`src/hw/rtl/ats_pkg.sv`:
```
package ats_pkg;

	// Configuration register indexes.
	typedef enum logic {
		REG_DRIVE_GAIN = 1'b0,
		REG_WET_MIX    = 1'b1
	} cfg_reg_t;

	localparam int CFG_W = 16;

	// Shared multiplier operand widths (signed).
	localparam int MUL_AW = 35;
	localparam int MUL_BW = 26;
	localparam int MUL_PW = MUL_AW + MUL_BW;

	localparam int LUT_STEP_BITS = 22;
	localparam logic signed [31:0] LN2_Q24 = 32'sd11629080;
	localparam logic signed [32:0] TINY_Q24 = 33'sd17;
	localparam logic signed [MUL_BW-1:0] BLOCK_COEF_Q24 = 26'sd16726884;
	localparam logic [15:0] MIX_FULL = 16'd32768;
	localparam logic signed [31:0] ONE_Q24 = 32'sd16777216;

	localparam logic signed [31:0] TANH_TAB [33] = '{
		32'sd0, 32'sd4109053, 32'sd7753039, 32'sd10656031, 32'sd12777430, 32'sd14231838,
		32'sd15185868, 32'sd15793661, 32'sd16173699, 32'sd16408555, 32'sd16552641,
		32'sd16640645, 32'sd16694249, 32'sd16726845, 32'sd16746646, 32'sd16758668,
		32'sd16765964, 32'sd16770390, 32'sd16773076, 32'sd16774705, 32'sd16775693,
		32'sd16776292, 32'sd16776656, 32'sd16776876, 32'sd16777010, 32'sd16777091,
		32'sd16777140, 32'sd16777170, 32'sd16777188, 32'sd16777199, 32'sd16777206,
		32'sd16777210, 32'sd16777212
	};

	localparam logic signed [31:0] LOGCOSH_TAB [33] = '{
		32'sd0, 32'sd518916, 32'sd2015187, 32'sd4332986, 32'sd7277635, 32'sd10665990,
		32'sd14351905, 32'sd18230177, 32'sd22229857, 32'sd26305006, 32'sd30426625,
		32'sd34576689, 32'sd38744103, 32'sd42922077, 32'sd47106468, 32'sd51294757,
		32'sd55485411, 32'sd59677501, 32'sd63870462, 32'sd68063952, 32'sd72257762,
		32'sd76451766, 32'sd80645888, 32'sd84840082, 32'sd89034319, 32'sd93228583,
		32'sd97422862, 32'sd101617151, 32'sd105811446, 32'sd110005744, 32'sd114200045,
		32'sd118394347, 32'sd122588650
	};

	localparam logic signed [31:0] TANH_END = 32'sd16777212;

endpackage

```
`src/hw/rtl/ats_mul.sv`:
```
module ats_mul (
	input  logic                                clk,
	input  logic signed [ats_pkg::MUL_AW-1:0]   a,
	input  logic signed [ats_pkg::MUL_BW-1:0]   b,
	output logic signed [ats_pkg::MUL_PW-1:0]   p
);
	import ats_pkg::*;

	// Registered product, ready in the cycle after the operands are presented.
	always_ff @(posedge clk) begin
		p <= MUL_PW'(a) * MUL_PW'(b);
	end

endmodule

```
`src/hw/rtl/ats_div.sv`:
```
module ats_div (
	input  logic               clk,
	input  logic               arst_n,
	input  logic               start,
	input  logic signed [31:0] num,
	input  logic signed [32:0] den,
	output logic               done,
	output logic signed [31:0] quo
);
	import ats_pkg::*;

	typedef enum logic [3:0] {
		D_IDLE = 4'b0001,
		D_PREP = 4'b0010,
		D_RUN  = 4'b0100,
		D_DONE = 4'b1000
	} div_state_t;

	div_state_t state_q;
	logic [31:0] nm_q, dm_q, rem_q;
	logic [23:0] q_q;
	logic [4:0]  cnt_q;
	logic        neg_q, sat_q;
	logic [32:0] rem2;
	logic [32:0] trial;
	logic signed [31:0] mag;

	assign rem2  = {rem_q, 1'b0};
	assign trial = rem2 - {1'b0, dm_q};

	// Quotient of (num * 2^24) / den, truncated toward zero, clamped in magnitude to one.
	always_ff @(posedge clk or negedge arst_n) begin
		if (!arst_n) begin
			state_q <= D_IDLE;
			nm_q <= '0;
			dm_q <= '0;
			rem_q <= '0;
			q_q <= '0;
			cnt_q <= '0;
			neg_q <= 1'b0;
			sat_q <= 1'b0;
		end else begin
			case (state_q)
				D_IDLE: begin
					if (start) begin
						nm_q <= num[31] ? 32'(-num) : 32'(num);
						dm_q <= den[32] ? 32'(-den) : 32'(den);
						neg_q <= num[31] ^ den[32];
						state_q <= D_PREP;
					end
				end
				D_PREP: begin
					sat_q <= (nm_q >= dm_q);
					rem_q <= nm_q;
					q_q <= '0;
					cnt_q <= '0;
					state_q <= (nm_q >= dm_q) ? D_DONE : D_RUN;
				end
				D_RUN: begin
					if (!trial[32]) begin
						rem_q <= trial[31:0];
						q_q <= {q_q[22:0], 1'b1};
					end else begin
						rem_q <= rem2[31:0];
						q_q <= {q_q[22:0], 1'b0};
					end
					cnt_q <= cnt_q + 5'd1;
					if (cnt_q == 5'd23) begin
						state_q <= D_DONE;
					end
				end
				D_DONE: begin
					state_q <= D_IDLE;
				end
				default: begin
					state_q <= D_IDLE;
				end
			endcase
		end
	end

	assign mag  = sat_q ? ONE_Q24 : signed'({8'd0, q_q});
	assign quo  = neg_q ? -mag : mag;
	assign done = (state_q == D_DONE);

endmodule

```
`src/hw/rtl/adaa_tanh_saturator_unit.sv`:
```
// First-order ADAA tanh saturator with DC blocker and dry/wet mix.
// When the driven step is tiny, a plain tanh lookup gives the result and the
// divider is skipped; otherwise the 24-step serial divider dominates the path.
// One item is processed at a time: the next input beat is taken only once the
// last result has entered the output register. A result still waiting in the
// output register holds the sequencer in its last state.
// Reset (arst_n low, asynchronous) clears all channel history and restores
// drive_gain to unity (4096) and wet_mix to fully wet (32768).
module adaa_tanh_saturator_unit #(
	parameter int CHANNELS    = 2,
	parameter int SAMPLE_BITS = 24
) (
	input  logic                          clk,
	input  logic                          arst_n,
	input  logic                          cfg_wen,
	input  ats_pkg::cfg_reg_t             cfg_index,
	input  logic [ats_pkg::CFG_W-1:0]     cfg_data,
	input  logic                          in_valid,
	output logic                          in_ready,
	input  logic signed [SAMPLE_BITS-1:0] sample_in,
	input  logic                          channel_in,
	output logic                          out_valid,
	input  logic                          out_ready,
	output logic signed [SAMPLE_BITS-1:0] sample_out,
	output logic                          channel_out
);
	import ats_pkg::*;

	localparam int CW  = (CHANNELS > 1) ? $clog2(CHANNELS) : 1;
	localparam int DSH = SAMPLE_BITS - 13;
	localparam int MXW = 56;
	localparam int SH  = 47 - SAMPLE_BITS;
	localparam int DRY_SH = 32 - SAMPLE_BITS;
	localparam logic signed [MXW-1:0] MX_HALF = MXW'(1) <<< (SH - 1);
	localparam logic signed [MXW-1:0] S_MAX = (MXW'(1) <<< (SAMPLE_BITS - 1)) - MXW'(1);
	localparam logic signed [MXW-1:0] S_MIN = -(MXW'(1) <<< (SAMPLE_BITS - 1));
	localparam logic signed [MUL_PW-1:0] BLK_HALF = MUL_PW'(1) <<< 23;
	localparam logic signed [MUL_PW-1:0] I32_MAX = MUL_PW'(32'h7fffffff);
	localparam logic signed [MUL_PW-1:0] I32_MIN = -(MUL_PW'(1) <<< 31);

	// The sequencer walks one item through the shared multiplier, the table
	// interpolation and the serial divider. Every state but idle, the divider
	// wait and the output hand-over moves on unconditionally.
	typedef enum logic [12:0] {
		ST_IDLE = 13'b0000000000001,
		ST_DRV  = 13'b0000000000010,
		ST_XN   = 13'b0000000000100,
		ST_LKA  = 13'b0000000001000,
		ST_LKR  = 13'b0000000010000,
		ST_DIVS = 13'b0000000100000,
		ST_DIV  = 13'b0000001000000,
		ST_BLK  = 13'b0000010000000,
		ST_BLKR = 13'b0000100000000,
		ST_MIXA = 13'b0001000000000,
		ST_MIXB = 13'b0010000000000,
		ST_MIXR = 13'b0100000000000,
		ST_OUT  = 13'b1000000000000
	} state_t;

	state_t state_q;

	logic [15:0] gain_q, wet_mix_q;
	logic [15:0] mix_m;

	logic signed [SAMPLE_BITS-1:0] dry_q;
	logic                          chr_q;
	logic [CW-1:0]                 ch_q;
	logic [CW:0]                   ch_ext;
	logic [CW-1:0]                 ch_sel;

	// Per-channel history: previous driven value and DC blocker memory.
	logic signed [31:0] prev_q [CHANNELS];
	logic signed [31:0] li_q   [CHANNELS];
	logic signed [31:0] lo_q   [CHANNELS];

	logic signed [31:0] xp_q, lk_x_q, lcn_q, diff_q, wet_q, blk_q;
	logic signed [32:0] delta_q;
	logic               lk_step_q;

	// Lookup stage registers.
	logic signed [31:0] base_q, a_q;
	logic               big_q, neg_q, tanh_q;

	logic signed [MXW-1:0]          mix1_q;
	logic signed [SAMPLE_BITS-1:0]  res_q;
	logic signed [SAMPLE_BITS-1:0]  sample_q;
	logic                           chout_q, ov_q;

	// Shared multiplier.
	logic signed [MUL_AW-1:0] mul_a;
	logic signed [MUL_BW-1:0] mul_b;
	logic signed [MUL_PW-1:0] mul_p;

	// Divider handshake.
	logic               div_done;
	logic signed [31:0] div_q;

	// Combinational helpers.
	logic signed [MUL_PW-1:0] xn_full;
	logic signed [31:0]       xn;
	logic signed [31:0]       lk_a;
	logic                     lk_big, use_tanh, tiny;
	logic [5:0]               idx;
	logic [LUT_STEP_BITS-1:0] frac;
	logic signed [31:0]       lk_base, lk_next, lk_span;
	logic signed [31:0]       interp, tanh_mag, lk_val;
	logic signed [33:0]       acc;
	logic signed [MUL_PW-1:0] blk_full;
	logic signed [31:0]       blocked;
	logic signed [MXW-1:0]    mix_sum, mix_rnd;
	logic signed [SAMPLE_BITS-1:0] mix_res;

	assign mix_m = (wet_mix_q > MIX_FULL) ? MIX_FULL : wet_mix_q;

	// Out-of-range channel numbers fall onto the last channel.
	assign ch_ext = (CW + 1)'(channel_in);
	assign ch_sel = (ch_ext >= (CW + 1)'(CHANNELS)) ? CW'(CHANNELS - 1) : ch_ext[CW-1:0];

	// Driven value: sample times gain, floored to Q8.24.
	assign xn_full = mul_p >>> DSH;
	assign xn      = 32'(xn_full);

	// Step is tiny when it lies strictly within the 1e-6 window.
	assign tiny = (delta_q > -TINY_Q24) && (delta_q < TINY_Q24);

	// Table address from the magnitude; beyond the table end the asymptote holds.
	assign lk_a     = lk_x_q[31] ? -lk_x_q : lk_x_q;
	assign lk_big   = (lk_a >= (32'sd1 <<< 27));
	assign idx      = {1'b0, lk_a[26:22]};
	assign frac     = lk_a[LUT_STEP_BITS-1:0];
	assign use_tanh = !lk_step_q && tiny;
	assign lk_base  = use_tanh ? TANH_TAB[idx] : LOGCOSH_TAB[idx];
	assign lk_next  = use_tanh ? TANH_TAB[idx + 6'd1] : LOGCOSH_TAB[idx + 6'd1];
	assign lk_span  = lk_next - lk_base;

	// Interpolated value once the span product is back.
	assign interp   = base_q + 32'(mul_p >>> LUT_STEP_BITS);
	assign tanh_mag = big_q ? TANH_END : interp;
	assign lk_val   = tanh_q ? (neg_q ? -tanh_mag : tanh_mag)
	                         : (big_q ? (a_q - LN2_Q24) : interp);

	// DC blocker: 0.997 * (last_out + wet - last_in), rounded half up.
	assign acc      = 34'(lo_q[ch_q]) + 34'(wet_q) - 34'(li_q[ch_q]);
	assign blk_full = (mul_p + BLK_HALF) >>> 24;
	assign blocked  = (blk_full > I32_MAX) ? 32'sh7fffffff :
	                  (blk_full < I32_MIN) ? 32'sh80000000 : 32'(blk_full);

	// Mix: wet share was formed in the previous cycle, dry share arrives now.
	assign mix_sum = mix1_q + (MXW'(mul_p) <<< DRY_SH);
	assign mix_rnd = (mix_sum + MX_HALF) >>> SH;
	assign mix_res = (mix_rnd > S_MAX) ? SAMPLE_BITS'(S_MAX) :
	                 (mix_rnd < S_MIN) ? SAMPLE_BITS'(S_MIN) : SAMPLE_BITS'(mix_rnd);

	// Operand selection for the shared multiplier.
	always_comb begin
		mul_a = '0;
		mul_b = '0;
		case (state_q)
			ST_DRV: begin
				mul_a = MUL_AW'(dry_q);
				mul_b = MUL_BW'(signed'({1'b0, gain_q}));
			end
			ST_LKA: begin
				mul_a = MUL_AW'(lk_span);
				mul_b = MUL_BW'(signed'({1'b0, frac}));
			end
			ST_BLK: begin
				mul_a = MUL_AW'(acc);
				mul_b = BLOCK_COEF_Q24;
			end
			ST_MIXA: begin
				mul_a = MUL_AW'(blk_q);
				mul_b = MUL_BW'(signed'({1'b0, mix_m}));
			end
			ST_MIXB: begin
				mul_a = MUL_AW'(dry_q);
				mul_b = MUL_BW'(signed'({1'b0, MIX_FULL - mix_m}));
			end
			default: begin
				mul_a = '0;
				mul_b = '0;
			end
		endcase
	end

	ats_mul u_mul (
		.clk (clk),
		.a   (mul_a),
		.b   (mul_b),
		.p   (mul_p)
	);

	ats_div u_div (
		.clk    (clk),
		.arst_n (arst_n),
		.start  (state_q == ST_DIVS),
		.num    (diff_q),
		.den    (delta_q),
		.done   (div_done),
		.quo    (div_q)
	);

	assign in_ready    = (state_q == ST_IDLE);
	assign out_valid   = ov_q;
	assign sample_out  = sample_q;
	assign channel_out = chout_q;

	always_ff @(posedge clk or negedge arst_n) begin
		if (!arst_n) begin
			state_q   <= ST_IDLE;
			gain_q    <= 16'd4096;
			wet_mix_q <= MIX_FULL;
			ov_q      <= 1'b0;
			for (int c = 0; c < CHANNELS; c++) begin
				prev_q[c] <= '0;
				li_q[c]   <= '0;
				lo_q[c]   <= '0;
			end
		end else begin
			if (cfg_wen) begin
				case (cfg_index)
					REG_DRIVE_GAIN: gain_q <= cfg_data;
					REG_WET_MIX:    wet_mix_q <= cfg_data;
					default: begin
					end
				endcase
			end

			// A new result takes the output register as soon as it is free.
			if (state_q == ST_OUT && (!ov_q || out_ready)) begin
				ov_q <= 1'b1;
			end else if (ov_q && out_ready) begin
				ov_q <= 1'b0;
			end

			case (state_q)
				ST_IDLE: begin
					if (in_valid) begin
						state_q <= ST_DRV;
					end
				end
				ST_DRV: begin
					state_q <= ST_XN;
				end
				ST_XN: begin
					prev_q[ch_q] <= xn;
					state_q <= ST_LKA;
				end
				ST_LKA: begin
					state_q <= ST_LKR;
				end
				ST_LKR: begin
					if (tanh_q) begin
						state_q <= ST_BLK;
					end else if (!lk_step_q) begin
						state_q <= ST_LKA;
					end else begin
						state_q <= ST_DIVS;
					end
				end
				ST_DIVS: begin
					state_q <= ST_DIV;
				end
				ST_DIV: begin
					if (div_done) begin
						state_q <= ST_BLK;
					end
				end
				ST_BLK: begin
					li_q[ch_q] <= wet_q;
					state_q <= ST_BLKR;
				end
				ST_BLKR: begin
					lo_q[ch_q] <= blocked;
					state_q <= ST_MIXA;
				end
				ST_MIXA: begin
					state_q <= ST_MIXB;
				end
				ST_MIXB: begin
					state_q <= ST_MIXR;
				end
				ST_MIXR: begin
					state_q <= ST_OUT;
				end
				ST_OUT: begin
					// Hand the result over once the output register is free.
					if (!ov_q || out_ready) begin
						state_q <= ST_IDLE;
					end
				end
				default: begin
					state_q <= ST_IDLE;
				end
			endcase
		end
	end

	// Datapath registers; they carry no control meaning and need no reset.
	always_ff @(posedge clk) begin
		case (state_q)
			ST_IDLE: begin
				if (in_valid) begin
					dry_q <= sample_in;
					chr_q <= channel_in;
					ch_q  <= ch_sel;
				end
			end
			ST_XN: begin
				xp_q      <= prev_q[ch_q];
				delta_q   <= 33'(xn) - 33'(prev_q[ch_q]);
				lk_x_q    <= xn;
				lk_step_q <= 1'b0;
			end
			ST_LKA: begin
				base_q <= lk_base;
				a_q    <= lk_a;
				big_q  <= lk_big;
				neg_q  <= lk_x_q[31];
				tanh_q <= use_tanh;
			end
			ST_LKR: begin
				if (tanh_q) begin
					wet_q <= lk_val;
				end else if (!lk_step_q) begin
					lcn_q     <= lk_val;
					lk_step_q <= 1'b1;
					lk_x_q    <= xp_q;
				end else begin
					diff_q <= lcn_q - lk_val;
				end
			end
			ST_DIV: begin
				if (div_done) begin
					wet_q <= div_q;
				end
			end
			ST_BLKR: begin
				blk_q <= blocked;
			end
			ST_MIXB: begin
				mix1_q <= MXW'(mul_p) <<< 7;
			end
			ST_MIXR: begin
				res_q <= mix_res;
			end
			ST_OUT: begin
				// The previous result stays on the outputs until it is taken.
				if (!ov_q || out_ready) begin
					sample_q <= res_q;
					chout_q  <= chr_q;
				end
			end
			default: begin
			end
		endcase
	end

endmodule

```
`config.mk`:
```
export PLATFORM = sky130hd
export DESIGN_NAME = adaa_tanh_saturator_unit
export DESIGN_NICKNAME = d
export VERILOG_FILES = /design/src/hw/rtl/ats_pkg.sv /design/src/hw/rtl/ats_mul.sv /design/src/hw/rtl/ats_div.sv /design/src/hw/rtl/adaa_tanh_saturator_unit.sv
export SDC_FILE = /design/constraint.sdc
export NUM_CORES = 2
export LEC_CHECK = 0
export ABC_AREA = 1
export BUFFER_PORTS_ARGS = -buffer_cell sky130_fd_sc_hd__clkbuf_2
export CAP_MARGIN = 40
export CORE_UTILIZATION = 60
export CTS_BUF_LIST = sky130_fd_sc_hd__clkbuf_16
export DETAILED_ROUTE_END_ITERATION = 16
export GPL_TIMING_DRIVEN = 0
export MAX_ROUTING_LAYER = met4
export PLACE_DENSITY = 0.77
export SYNTH_ARGS = -nofsm -noshare
export SYNTH_HDL_FRONTEND = slang
export SYNTH_SLANG_ARGS = --single-unit
```
`constraint.sdc`:
```
create_clock -name clk -period 32.9 [get_ports clk]
set_input_delay 8.225 -clock clk [delete_from_list [all_inputs] [get_ports clk]]
set_output_delay 8.225 -clock clk [all_outputs]
set_load 0.1 [all_outputs]
```
==> results.yml <==
yosys:
  synth_top_family_by_area: "adder cells"
  syn_area_um2: 86190
  syn_area_per_cell_um2: 7.765
  synth.area.mux_share_pct: 0.2671
  synthDistinctLibCells: 75
  synth_xor_area_share_pct: 3.220
  synth_fa_ha_area_share_pct: 27.48
  synth_edf_count: 410
  seq_area_frac_synth_pct: 26.40
  synth-compound-area-share_pct: 10.54
  synth_cells: 11100
  synth-main-ff-cell: "edfxtp_1"
  synthSimpleGateAreaFrac_pct: 20.89
  ys_warn_count: 0
  async_flop_share_pct: 43.98
  ys_ff_latch: 839
  synthesis.nets: 12520
critical_path:
  end_kind: "register"
  cp_max_fo: 12
  crit_start: "lk_x_q[0]$_DFFE_PP_"
  crit_type: "register to register"
  critical_path.top_delay_family: "adder cells"
  crit_arrival_ps: 16930
  timing.rr.start: "lk_x_q[0]$_DFFE_PP_"
  slowest_stage: "fa_1"
  critPathBufInv: 16
  worstPathRequired_ps: 33500
  start_kind: "register"
  cpMostUsedCell: "nand2_1"
  max_stage_delay_ps: 690
clocking:
  cts_setup_buffers: 0
  cts-resized-gates: 0
  cts.clk_slew.worst_paths_ps: 70
  cts_tree: "built"
  cts.path.max_buffers: 3
  cts_inserted_buffers: 93
  hold_buffers: 0
  cts_root_buf: "clkbuf_16"
  insertion_delay_ps: 770
  cts_max_level: 3
  cts_sinks: 839
global_route:
  grt_pass1_vias: 79180
  track_usage_pct: 47.93
  overflow: 0
  antenna_found_initial: 5
  grt_pass1_wl_um: 497400
  grt_max_degree: 114
place:
  gp_congestion: 1.111
  hpwl_um: 277500
  port_buffers: 73
cells_and_area:
  area_growth_pct: 7.945
  regArea_um2: 22750
  fin_util_pct: 65.47
  multi_input_area_um2: 53850
  fill_cells: 12210
  final_cell_mix: "2,676 x nand2_1, 2,189 x inv_1, 898 x nor2_1"
  fin_nets: 12750
  layout_commonest_cell: "nand2_1"
  layout-drive-gt1-share_pct: 5.082
detailed_routing:
  via_per_inst: 6.016
  drt_iter0_markers: 9616
  num_vias: 80100
  dr.pass1.iters: 7
  drc: 0
  ant_nets: 0
  wl_um: 336700
  post_drt_wl_per_cell_um: 25.29
sta:
  max-slew-margin-rel_pct: 28.31
  min_period_ps: 16330
  skew_ps: 79.34
  hold_violations: 0
  final-setup-viol-count: 0
  rsz0062_at_grt: "false"
  worst_pin_slew_ps: 1075
  finalSetupTns_ps: 0
  drv_slew: 0
  fin_crit_sh_pct: 49.63
  fmax_mhz: 61.24
floorplanning:
  die_w_um: 381.0
  die_y_um: 381.0
  dieArea_um2: 145200
  start_util_pct: 60.66
  ios: 74
  rows: 138
  core_um2: 142100
min_path:
  hp-start: "res_q[4]$_SDFFCE_PN1P_"
  hold_path_class: "register to register"
power_and_ir_drop:
  p_leak_uw: 0.04691
  ir_worst_vdd_mv: 0.04921
  power_density_nw_per_um2: 45.32
run_status:
  status: "completed"
run:
  cap_violations: 0
## Yosys cell counts, drive strengths merged (25+ instances only)
| cell type | number | area, um^2 |
|---|---|---|
| nand4 | 88 | 556.8 |
| dfrtp | 365 | 9134 |
| clkbuf | 155 | 581.8 |
| a31oi | 63 | 419.2 |
| dfxtp | 60 | 1201 |
| o211ai | 29 | 217.7 |
| ha | 498 | 6231 |
| or2 | 69 | 431.7 |
| buf | 155 | 802.0 |
| nand2 | 2696 | 10170 |
| a21oi | 515 | 2585 |
| nand3 | 432 | 2167 |
| edfxtp | 410 | 12310 |
| nor4 | 44 | 320.3 |
| inv | 2192 | 8228 |
| o21bai | 50 | 379.1 |
| o21ai | 783 | 3934 |
| fa | 872 | 17460 |
| xor2 | 218 | 1917 |
| o21a | 25 | 187.7 |
| xnor2 | 98 | 858.3 |
| nor3 | 104 | 535.5 |
| nor2 | 919 | 3492 |
| o22ai | 31 | 193.9 |
## kinds of logic (layout without fill, tap and decap cells)
kind of cell | after synthesis | after routing
simple gates | 4399 | 4399
xor+xnor | 316 | 316
other cells | 0 | 12
fa+ha+maj | 1370 | 1370
flops | 839 | 839
buf+inv | 2514 | 2827
compound gates | 1639 | 1639
mux | 23 | 23
## layer usage
| metal | GRT usage, % | up-vias | share of wire, % |
|---|---|---|---|
| met2 | 70.01 | 5132 | 43 |
| li1 | - | 35300 | - |
| met4 | 36.25 | 0 | 9.7 |
| met3 | 13.69 | 1335 | 12 |
| met5 | - | - | 0 |
| met1 | 56.03 | 38340 | 35 |
## flip-flops by register name, indices dropped and copies added, names as in the netlist, 33 cells and up
| signal | count |
|---|---|
| u_mul.p | 60 |
| delta_q | 33 |
| prev_q | 64 |
| mix1_q | 48 |
| li_q | 64 |
| lo_q | 64 |
## final timing paths
kind | depth (start not counted) | slack (ps) | end
worst max-delay path | 60 | 16570 | u_mul.p[59]$_DFF_P_
worst min-delay path | 0 | 420 | sample_out[4]$_DFFE_PP_
worst max register to register | 60 | 16570 | u_mul.p[59]$_DFF_P_
worst min register to register | 0 | 420 | sample_out[4]$_DFFE_PP_
max in group asynchronous | 3 | 24070 | wet_mix_q[2]$_DFFE_PN0P_
min in group asynchronous | 1 | 7390 | u_div.rem_q[12]$_DFFE_PN0P_
## final cells by class
| cell class | count | area share (%) |
|---|---|---|
| Buffer | 310 | 1.490 |
| Sequential cell | 839 | 24.45 |
| Clock buffer | 94 | 2.528 |
| Tap cell | 1890 | 2.542 |
| Inverter | 2204 | 8.892 |
| Clock inverter | 82 | 0.8593 |
| Multi-Input combinational cell | 7747 | 57.88 |
| Timing Repair Buffer | 137 | 1.323 |
| Antenna cell | 12 | 0.03227 |
## per-stage QoR
| step | hold slack (ps) | area, um^2 | total power [uW] | instances | setup WS [ps] |
|---|---|---|---|---|---|
| after floorplan | 400.3 | 86190 | 2329 | 11100 | 20770 |
| after global placement | 403.1 | 88920 | 2995 | 13060 | 15600 |
| after detailed placement | 405.4 | 89810 | 3041 | 13120 | 17430 |
| after CTS | 417.4 | 92960 | 4120 | 13300 | 17310 |
| after global routing | 424.1 | 93030 | 4352 | 13310 | 16430 |
| final | 416.6 | 93040 | 4216 | 13320 | 16570 |
## report_power, final
group / internal, uW / switching (uW) / total, uW
sequential: 1210 / 96.0 / 1310
combinational: 495 / 1330 / 1820
clock: 596 / 491 / 1090
total: 2300 / 1910 / 4220
Note: power is estimated with default switching activity, not from simulation.
